<file path="src/sv/ilir_pkg.sv">
`timescale 1ns / 1ps
// Package for the indexed list: request codes, status codes, cell control and beat types.
// Depends on nothing; the cell and the top level import it.
package ilir_pkg;

    localparam int ITEM_W  = 64;
    localparam int POS_W   = 6;
    localparam int COUNT_W = 6;

    typedef enum logic [1:0] {
        REQ_READ   = 2'd0,
        REQ_WRITE  = 2'd1,
        REQ_INSERT = 2'd2,
        REQ_REMOVE = 2'd3
    } req_kind_t;

    typedef enum logic [1:0] {
        ST_OK    = 2'd0,
        ST_RANGE = 2'd1,
        ST_FULL  = 2'd2
    } status_t;

    typedef enum logic [1:0] {
        CELL_HOLD   = 2'd0,
        CELL_WRITE  = 2'd1,
        CELL_INSERT = 2'd2,
        CELL_REMOVE = 2'd3
    } cell_op_t;

    typedef struct packed {
        cell_op_t            op;
        logic [ITEM_W-1:0]   item;
    } cell_ctrl_t;

    typedef struct packed {
        logic [1:0]          req_type;
        logic [POS_W-1:0]    position;
        logic [ITEM_W-1:0]   item_in;
    } req_beat_t;

    typedef struct packed {
        logic [ITEM_W-1:0]   item_out;
        logic [1:0]          status;
        logic [COUNT_W-1:0]  count;
    } res_beat_t;

endpackage

</file>
<file path="src/sv/ilir_cell.sv">
`timescale 1ns / 1ps
// One list cell: holds the entry at a fixed position and shifts with its neighbours.
// Depends on ilir_pkg.
module ilir_cell
    import ilir_pkg::*;
#(
    parameter int IDX = 0,
    parameter int PW  = 6
)
(
    input  logic              clk,
    input  cell_ctrl_t        ctrl,
    input  logic [PW-1:0]     position,
    input  logic [ITEM_W-1:0] left,
    input  logic [ITEM_W-1:0] right,
    output logic [ITEM_W-1:0] value,
    output logic [ITEM_W-1:0] rd
);

    localparam logic [PW-1:0] IDX_V = PW'(IDX);

    logic [ITEM_W-1:0] value_reg;
    logic [ITEM_W-1:0] value_next;
    logic              hit;
    logic              above;

    assign hit   = (position == IDX_V);
    assign above = (IDX_V > position);

    always_comb
    begin
        value_next = value_reg;
        case (ctrl.op)
            CELL_WRITE:
            begin
                if (hit)
                begin
                    value_next = ctrl.item;
                end
            end
            CELL_INSERT:
            begin
                if (hit)
                begin
                    value_next = ctrl.item;
                end
                else if (above)
                begin
                    value_next = left;
                end
            end
            CELL_REMOVE:
            begin
                if (hit || above)
                begin
                    value_next = right;
                end
            end
            default:
            begin
                value_next = value_reg;
            end
        endcase
    end

    always_ff @(posedge clk)
    begin
        value_reg <= value_next;
    end

    assign value = value_reg;
    assign rd    = hit ? value_reg : '0;

endmodule

</file>
<file path="config.mk">
export PLATFORM = sky130hd
export DESIGN_NAME = ilir_cell
export DESIGN_NICKNAME = d
export VERILOG_FILES = /design/src/sv/ilir_pkg.sv /design/src/sv/ilir_cell.sv
export SDC_FILE = /design/constraint.sdc
export NUM_CORES = 1
export LEC_CHECK = 0
export ABC_AREA = 0
export BUFFER_PORTS_ARGS = -buffer_cell sky130_fd_sc_hd__buf_4
export CORE_AREA = 2 2 127 129
export CTS_BUF_LIST = sky130_fd_sc_hd__clkbuf_8 sky130_fd_sc_hd__clkbuf_16
export CTS_CLUSTER_SIZE = 12
export DETAILED_ROUTE_END_ITERATION = 8
export DIE_AREA = 0 0 129 131
export PLACE_DENSITY = 0.57
export SLEW_MARGIN = 5
export SYNTH_ARGS = -nofsm -noshare
export SYNTH_HDL_FRONTEND = slang
export SYNTH_SLANG_ARGS = --single-unit
</file>
<file path="constraint.sdc">
create_clock -name clk -period 8.7 [get_ports clk]
set_input_delay 1.74 -clock clk [delete_from_list [all_inputs] [get_ports clk]]
set_output_delay 1.74 -clock clk [all_outputs]
set_load 0.03 [all_outputs]
</file>
==> flow_summary.yaml, run 1 <==
timing:
  worst_hold_slack_ns: 1.69
  timing.setup.tns_ns: 0
  worst_pin_slew_ns: 1.30
  fin_crit_sh_pct: 58.3
  fmax_mhz: 197
  min_period_ns: 5.07
  rsz0062_at_grt: "no"
  slew_viol_final: 0
  slew_headroom_pct: 13.0
  hold_viol: 0
  setup_violations: 0
floorplanning:
  die_area_mm2: 0.0169
  std_cell_rows: 46
  die_width_um: 129
  initial_utilization_pct: 28.3
  die_h_um: 131
  io_pins: 329
  core_mm2: 0.0156
route:
  drc: 0
  wl_per_cell_um: 17.2
  drt_iter0_drc: 156
  vias: 4501
  viasPerCell: 4.67
  ant_nets: 0
  firstDrtPassIters: 4
  totalWireLength_um: 16600
logic_synthesis:
  synth_mux_area_share_pct: 0
  synthArstFlopShare_pct: 0
  ys.warnings.count: 0
  yosysTopAreaCell: "edfxtp_1"
  avgSynthCellArea_um2: 10.1
  ys.flop_type: "edfxtp_1"
  yosys.area_share.adder_pct: 0.851
  synth_top_family_by_area: "compound AO/OA/AOI/OAI gates"
  yosys.area.top_type_share_pct: 43.6
  yosys_register_bits: 64
  yosys-top-cells-count: "nand2_1, inv_1, and3_1, edfxtp_1, o221ai_2"
  ys_seq_area_share_pct: 43.6
  yosysMostFrequentCell: "nand2_1"
  synth_edf_count: 64
  synth-simple-area-share_pct: 20.9
  syn_inst: 438
  synth-compound-area-share_pct: 21.9
  synthTopCellsByArea: "edfxtp_1, o221ai_2, nand2_1, and3_1, inv_1"
  synth.net_count: 642
  ys_types: 18
  netlist_area_mm2: 0.00441
  synthXorXnorAreaFrac_pct: 0
pwr:
  power_density_mw_per_mm2: 149
  worst_ir_drop_vdd_uv: 74.8
  power_leakage_nw: 3.48
  power_mw: 1.07
worst_hold_path:
  min_from: "right[44]"
  min_path_type: "in2reg"
clocking:
  cts_hold_buf: 0
  cts_root_buffer: "clkbuf_16"
  cts_buffers: 9
  post-cts-setup-buffers: 0
  cts_tree: "built"
  htree_levels: 3
  clkTransAtPathRegs_ns: 0.06
  cts_resized: 0
  clockBufferDepth: 2
  clock_sinks: 64
setup_path:
  start_kind: "input port"
  cp_max_fo: 66
  end_kind: "output port"
  slowest_stage: "nor2_4"
  slowest_delay_ns: 0.98
  worstSetupPathType: "in2out"
  crit_chain: "buf_4, nor2_4, and3_1, buf_4"
  critPathRequiredTime_ns: 6.96
  critPathTopFamily: "simple AND/OR/NAND/NOR gates"
  crit_path_frequent_cell: "buf_4"
  path_buf_inv: 2
  crit_start: "position[5]"
  cp.arrival_ns: 3.33
final_layout:
  stdcell_area_mm2: 0.00716
  regArea_mm2: 0.00192
  largest_register_ffs: 64
  layout.filler_cells: 1557
  antenna-diode-count: 0
  finalNetCount: 946
  postLayoutCoreUtil_pct: 45.9
  multi_input_area_mm2: 0.00196
  areaGrowthSynthToFinish_pct: 62.4
  drive_gt1_share_pct: 55.2
placement:
  dp_hpwl_um: 12000
  placed_cell_area_mm2: 0.00691
  port_buffers: 328
  globalplace.congestion: 0.796
global_routing:
  grt_use_total_pct: 18.5
  grt_max_degree: 67
  antenna_found_initial: 0
  grt_overflow_total: 0
  grt_pass1_vias: 4311
  grt_pass1_wl_um: 23700
run_status:
  status: "finished clean"
run:
  drv_cap: 0
## path summary, 6_finish.rpt
path	end	cells after the start
worst max-delay path	rd[35]	4
worst min-delay path	value[44]	3
## metal layers
metal	vias to the layer above	share of wire, %	GRT usage (%)
li1	2150	-	-
met2	218	51	33.0
met3	31	7.0	4.19
met1	2102	39	21.3
met5	-	0	0
met4	0	3.0	8.38
## power by group
group          leakage (nW)  internal, mW  switching, mW
clock network         0.130         0.187          0.133
logic                  2.75         0.145          0.183
registers             0.594         0.393         0.0255
## stage by stage
stage	cells	worst slack [ns]
after floorplan	438	2.39
after global placement	947	3.79
after detailed placement	947	3.67
after CTS	963	3.67
after global routing	963	3.56
final	963	3.63
## cells by family (layout without fill, tap and decap cells)
logic type / Yosys count / after routing
and+or+nand+nor: 197 / 197
AOI/OAI and AO/OA: 66 / 66
buffers and inverters: 108 / 417
adders and majority gates: 3 / 3
DFF: 64 / 64
## cell usage in the layout (no fill, tap or decap), drive strengths merged, types with 2 or more instances in the layout
cell type and count:
o221ai 64, buf 334, ha 3, edfxtp 64, and3 64, nand2 128
nor2 2, clkbuf 9, inv 69, clkinv 4
## area by class of cell
type | count | share of cell area, %
Clock buffer | 9 | 3.14
Multi-Input combinational cell | 266 | 27.3
Inverter | 67 | 3.51
Timing Repair Buffer | 334 | 35.0
Sequential cell | 64 | 26.8
Tap cell | 216 | 3.77
Clock inverter | 7 | 0.437
(Power assumes the default switching activity.)
==> run 2: changes to the inputs <==
==> constraint.sdc (replaced) <==
create_clock -name clk -period 4.75 [get_ports clk]
set_input_delay 0.95 -clock clk [delete_from_list [all_inputs] [get_ports clk]]
set_output_delay 0.95 -clock clk [all_outputs]
set_load 0.03 [all_outputs]
==> flow_summary.yaml, run 2 (synthesis gave the netlist of run 1 again) <==
run_status:
  status: "finished clean"
final_layout:
  layout_common_cells: "buf_4, nand2_1, inv_1"
  drive_gt1_share_pct: 55.6
  layout_commonest_cell: "buf_4"
  stdcell_area_mm2: 0.00725
  layout.filler_cells: 1554
  finalNetCount: 952
  antenna-diode-count: 0
  largest_register_ffs: 64
  areaGrowthSynthToFinish_pct: 64.5
global_routing:
  grt_overflow_total: 0
  grt_max_degree: 67
  antenna_found_initial: 0
  grt_pass1_wl_um: 23700
  grt_use_met3_pct: 3.01
  grtUsageMet1_pct: 21.3
  grt_use_total_pct: 18.6
  grt_pass1_vias: 4519
  top_usage_layer: "met2"
  gr-usage-met2_pct: 34.5
setup_path:
  critPathTopFamily: "simple AND/OR/NAND/NOR gates"
  start_kind: "input port"
  end_kind: "output port"
  worstSetupPathType: "in2out"
  slowest_stage: "nor2_4"
  cp_max_fo: 29
  crit_chain: "buf_4, nor2_4, buf_4, and3_1, buf_4"
  critPathRequiredTime_ns: 3.80
  cp.arrival_ns: 2.32
  slowest_delay_ns: 0.48
  path_buf_inv: 3
  crit_path_frequent_cell: "buf_4"
route:
  wl_per_cell_um: 17.3
  viasPerCell: 4.68
  firstDrtPassIters: 6
  ant_nets: 0
  vias: 4530
  totalWireLength_um: 16700
  drt_iter0_drc: 246
  drc: 0
floorplanning:
  die_h_um: 131
  std_cell_rows: 46
  core_mm2: 0.0156
  io_pins: 329
  initial_utilization_pct: 28.3
  die_area_mm2: 0.0169
  die_width_um: 129
placement:
  port_buffers: 328
  globalplace.congestion: 0.820
  dp_hpwl_um: 12700
  placed_cell_area_mm2: 0.00695
timing:
  setup_violations: 0
  worst_pin_slew_ns: 0.739
  min_period_ns: 3.27
  worst_hold_slack_ns: 0.901
  timing.setup.tns_ns: 0
  slew_viol_final: 0
  fmax_mhz: 305
  slew_headroom_pct: 50.8
  rsz0062_at_grt: "no"
  fin_crit_sh_pct: 68.9
  hold_viol: 0
pwr:
  worst_ir_drop_vdd_uv: 149
  power_leakage_nw: 3.52
  power_mw: 2.05
  power_density_mw_per_mm2: 283
clocking:
  cts_buffers: 9
  htree_levels: 3
  post-cts-setup-buffers: 0
  clock_sinks: 64
  clkTransAtPathRegs_ns: 0.06
  cts_hold_buf: 0
  cts_root_buffer: "clkbuf_16"
  clockBufferDepth: 2
  cts_resized: 0
  cts_tree: "built"
run:
  drv_cap: 0
worst_hold_path:
  min_path_type: "in2reg"
==> run 2: cell types whose count changed in the layout (fill, tap and decap cells not counted) <==
cell | previous run | this run
buf_4 | 334 | 340
bufinv_16 | 0 | 2
inv_1 | 69 | 67
clkinv_1 | 3 | 4
clkinv_2 | 1 | 0
clkinvlp_4 | 1 | 0
==> run 2: through the flow <==
stage               util, %  cells  setup WS (ns)
finish                 46.5    968           1.48
global route           46.5    968           1.36
CTS                    46.5    968           1.48
detailed placement     44.6    953           1.31
global placement       44.6    953           1.34
floorplan                 -    438          0.919
==> run 2: final timing paths <==
path | start | endpoint | cells past startpoint | slack, ns
setup / recovery | position[5] | rd[57] | 5 | 1.48
hold / removal | right[36] | value[36] | 3 | 0.90
==> run 2: metal layers <==
layer | up-vias | wire length [µm]
li1 | 2163 | -
met1 | 2123 | 6460
met2 | 219 | 8820
met3 | 25 | 1060
met4 | 0 | 393
met5 | - | 0
==> run 2: layout make-up <==
type / instances / area [µm²] / share of cell area, %
Sequential cell: 64 / 1920 / 26.5
Tap cell: 216 / 270 / 3.73
Clock buffer: 9 / 225 / 3.11
Multi-Input combinational cell: 266 / 1960 / 27.0
Clock inverter: 6 / 75.1 / 1.04
Inverter: 67 / 251 / 3.47
Timing Repair Buffer: 340 / 2550 / 35.2
==> run 2: where the power goes <==
group	switching (mW)	total, mW	internal (mW)	leakage, nW
registers	0.0475	0.768	0.721	0.594
logic	0.336	0.606	0.270	2.78
clock network	0.229	0.678	0.449	0.145
==> run 2: worst min-delay path, cell delays in order <==
cell      delay, ns
buf_4          0.08
nand2_1        0.05
o221ai_2       0.05
==> run 3: changes to the inputs <==
--- a/config.mk
+++ b/config.mk
@@ -7,12 +7,12 @@
 export LEC_CHECK = 0
 export ABC_AREA = 0
 export BUFFER_PORTS_ARGS = -buffer_cell sky130_fd_sc_hd__buf_4
-export CORE_AREA = 2 2 127 129
+export CORE_AREA = 2 2 126 128
 export CTS_BUF_LIST = sky130_fd_sc_hd__clkbuf_8 sky130_fd_sc_hd__clkbuf_16
 export CTS_CLUSTER_SIZE = 12
 export DETAILED_ROUTE_END_ITERATION = 8
-export DIE_AREA = 0 0 129 131
-export PLACE_DENSITY = 0.57
+export DIE_AREA = 0 0 128 130
+export PLACE_DENSITY = 0.6
 export SLEW_MARGIN = 5
 export SYNTH_ARGS = -nofsm -noshare
 export SYNTH_HDL_FRONTEND = slang
==> constraint.sdc (replaced) <==
create_clock -name clk -period 2.9 [get_ports clk]
set_input_delay 0.58 -clock clk [delete_from_list [all_inputs] [get_ports clk]]
set_output_delay 0.58 -clock clk [all_outputs]
set_load 0.03 [all_outputs]
==> flow_summary.yaml, run 3 (synthesis gave the netlist of run 1 again) <==
clocking:
  clkTransAtPathRegs_ns: 0.05
  clock_sinks: 64
  post-cts-setup-buffers: 0
  cts_root_buffer: "clkbuf_16"
  cts_hold_buf: 0
  clockBufferDepth: 2
  htree_levels: 3
  cts_tree: "built"
  cts_buffers: 9
  cts_resized: 0
setup_path:
  crit_start: "position[0]"
  crit_chain: "buf_4, nor4_4, buf_4, and3_1, buf_4"
  cp_max_fo: 31
  slowest_delay_ns: 0.40
  worstSetupPathType: "in2out"
  start_kind: "input port"
  slowest_stage: "nor4_4"
  end_kind: "output port"
  critPathRequiredTime_ns: 2.32
  cp.arrival_ns: 1.86
  crit_path_frequent_cell: "buf_4"
pwr:
  power_leakage_nw: 3.50
  worst_ir_drop_vdd_uv: 228
  power_mw: 3.16
  power_density_mw_per_mm2: 441
run:
  drv_cap: 0
floorplanning:
  core_mm2: 0.0154
  initial_utilization_pct: 28.6
  die_area_mm2: 0.0166
  io_pins: 329
  die_width_um: 128
  die_h_um: 130
  std_cell_rows: 46
final_layout:
  antenna-diode-count: 0
  stdcell_area_mm2: 0.00718
  regArea_mm2: 0.00192
  multi_input_area_mm2: 0.00196
  postLayoutCoreUtil_pct: 46.6
  finalNetCount: 951
  layout_commonest_cell: "buf_4"
  layout_common_cells: "buf_4, nand2_1, inv_1"
  layout.filler_cells: 1503
  drive_gt1_share_pct: 55.5
  largest_register_ffs: 64
  areaGrowthSynthToFinish_pct: 62.8
route:
  vias: 4485
  drc: 0
  wl_met3_um: 1200
  ant_nets: 0
  wl_met1_um: 6260
  top_layer_used: "met4"
  drt_iter0_drc: 222
  totalWireLength_um: 15900
  wl_per_cell_um: 16.9
  viasPerCell: 4.77
  routed-wl-met2_um: 8130
  firstDrtPassIters: 4
timing:
  rsz0062_at_grt: "no"
  worst_hold_slack_ns: 0.538
  min_period_ns: 2.44
  hold_viol: 0
  setup_violations: 0
  slew_headroom_pct: 51.4
  fin_crit_sh_pct: 84.3
  worst_pin_slew_ns: 0.730
  fmax_mhz: 409
  timing.setup.tns_ns: 0
  slew_viol_final: 0
run_status:
  status: "finished clean"
global_routing:
  grt_pass1_vias: 4337
  grt_max_degree: 65
  grt_overflow_total: 0
  antenna_found_initial: 0
  grt_use_total_pct: 18.0
  grt_pass1_wl_um: 23000
placement:
  port_buffers: 328
  dp_hpwl_um: 12200
  placed_cell_area_mm2: 0.00694
  globalplace.congestion: 0.828
worst_hold_path:
  min_path_type: "in2reg"
  hold_path_depth: 3
  min_from: "right[36]"
  worstHoldEndpoint: "value[36]"
==> run 3: where the power goes <==
part	internal [mW]	total, mW	switching (mW)
clock	0.552	0.916	0.364
combinational	0.445	0.994	0.549
sequential	1.18	1.25	0.0752
==> run 3: final cells by class <==
| type | count | share of cell area [%] |
|---|---|---|
| Clock inverter | 4 | 0.226 |
| Sequential cell | 64 | 26.8 |
| Clock buffer | 9 | 3.14 |
| Inverter | 67 | 3.50 |
| Multi-Input combinational cell | 266 | 27.2 |
| Tap cell | 192 | 3.34 |
| Timing Repair Buffer | 339 | 35.8 |
==> run 3: stage by stage <==
stage / std cells / worst slack [ns]
global route: 941 / 0.397
finish: 941 / 0.456
CTS: 941 / 0.454
detailed placement: 928 / 0.454
global placement: 928 / 0.505
floorplan: 438 / 0.0963
==> run 3: worst max-delay path by stage <==
stage	to	slack (ns)	cells past startpoint
finish	rd[8]	0.46	5
global route	rd[8]	0.40	5
CTS	rd[8]	0.45	5
detailed placement	rd[8]	0.45	5
global placement	rd[8]	0.51	5
floorplan	value[0]	0.1	5
==> run 3: per-layer routing <==
layer | vias up | GRT usage, %
met4 | 0 | 6.27
li1 | 2158 | -
met1 | 2080 | 21.0
met2 | 224 | 32.3
met3 | 23 | 4.59
met5 | - | 0
==> run 3: worst max-delay path: cells and delay by family <==
kind	cells	cell delay [ns]
buffers and inverters	3	0.64
and+or+nand+nor	2	0.63
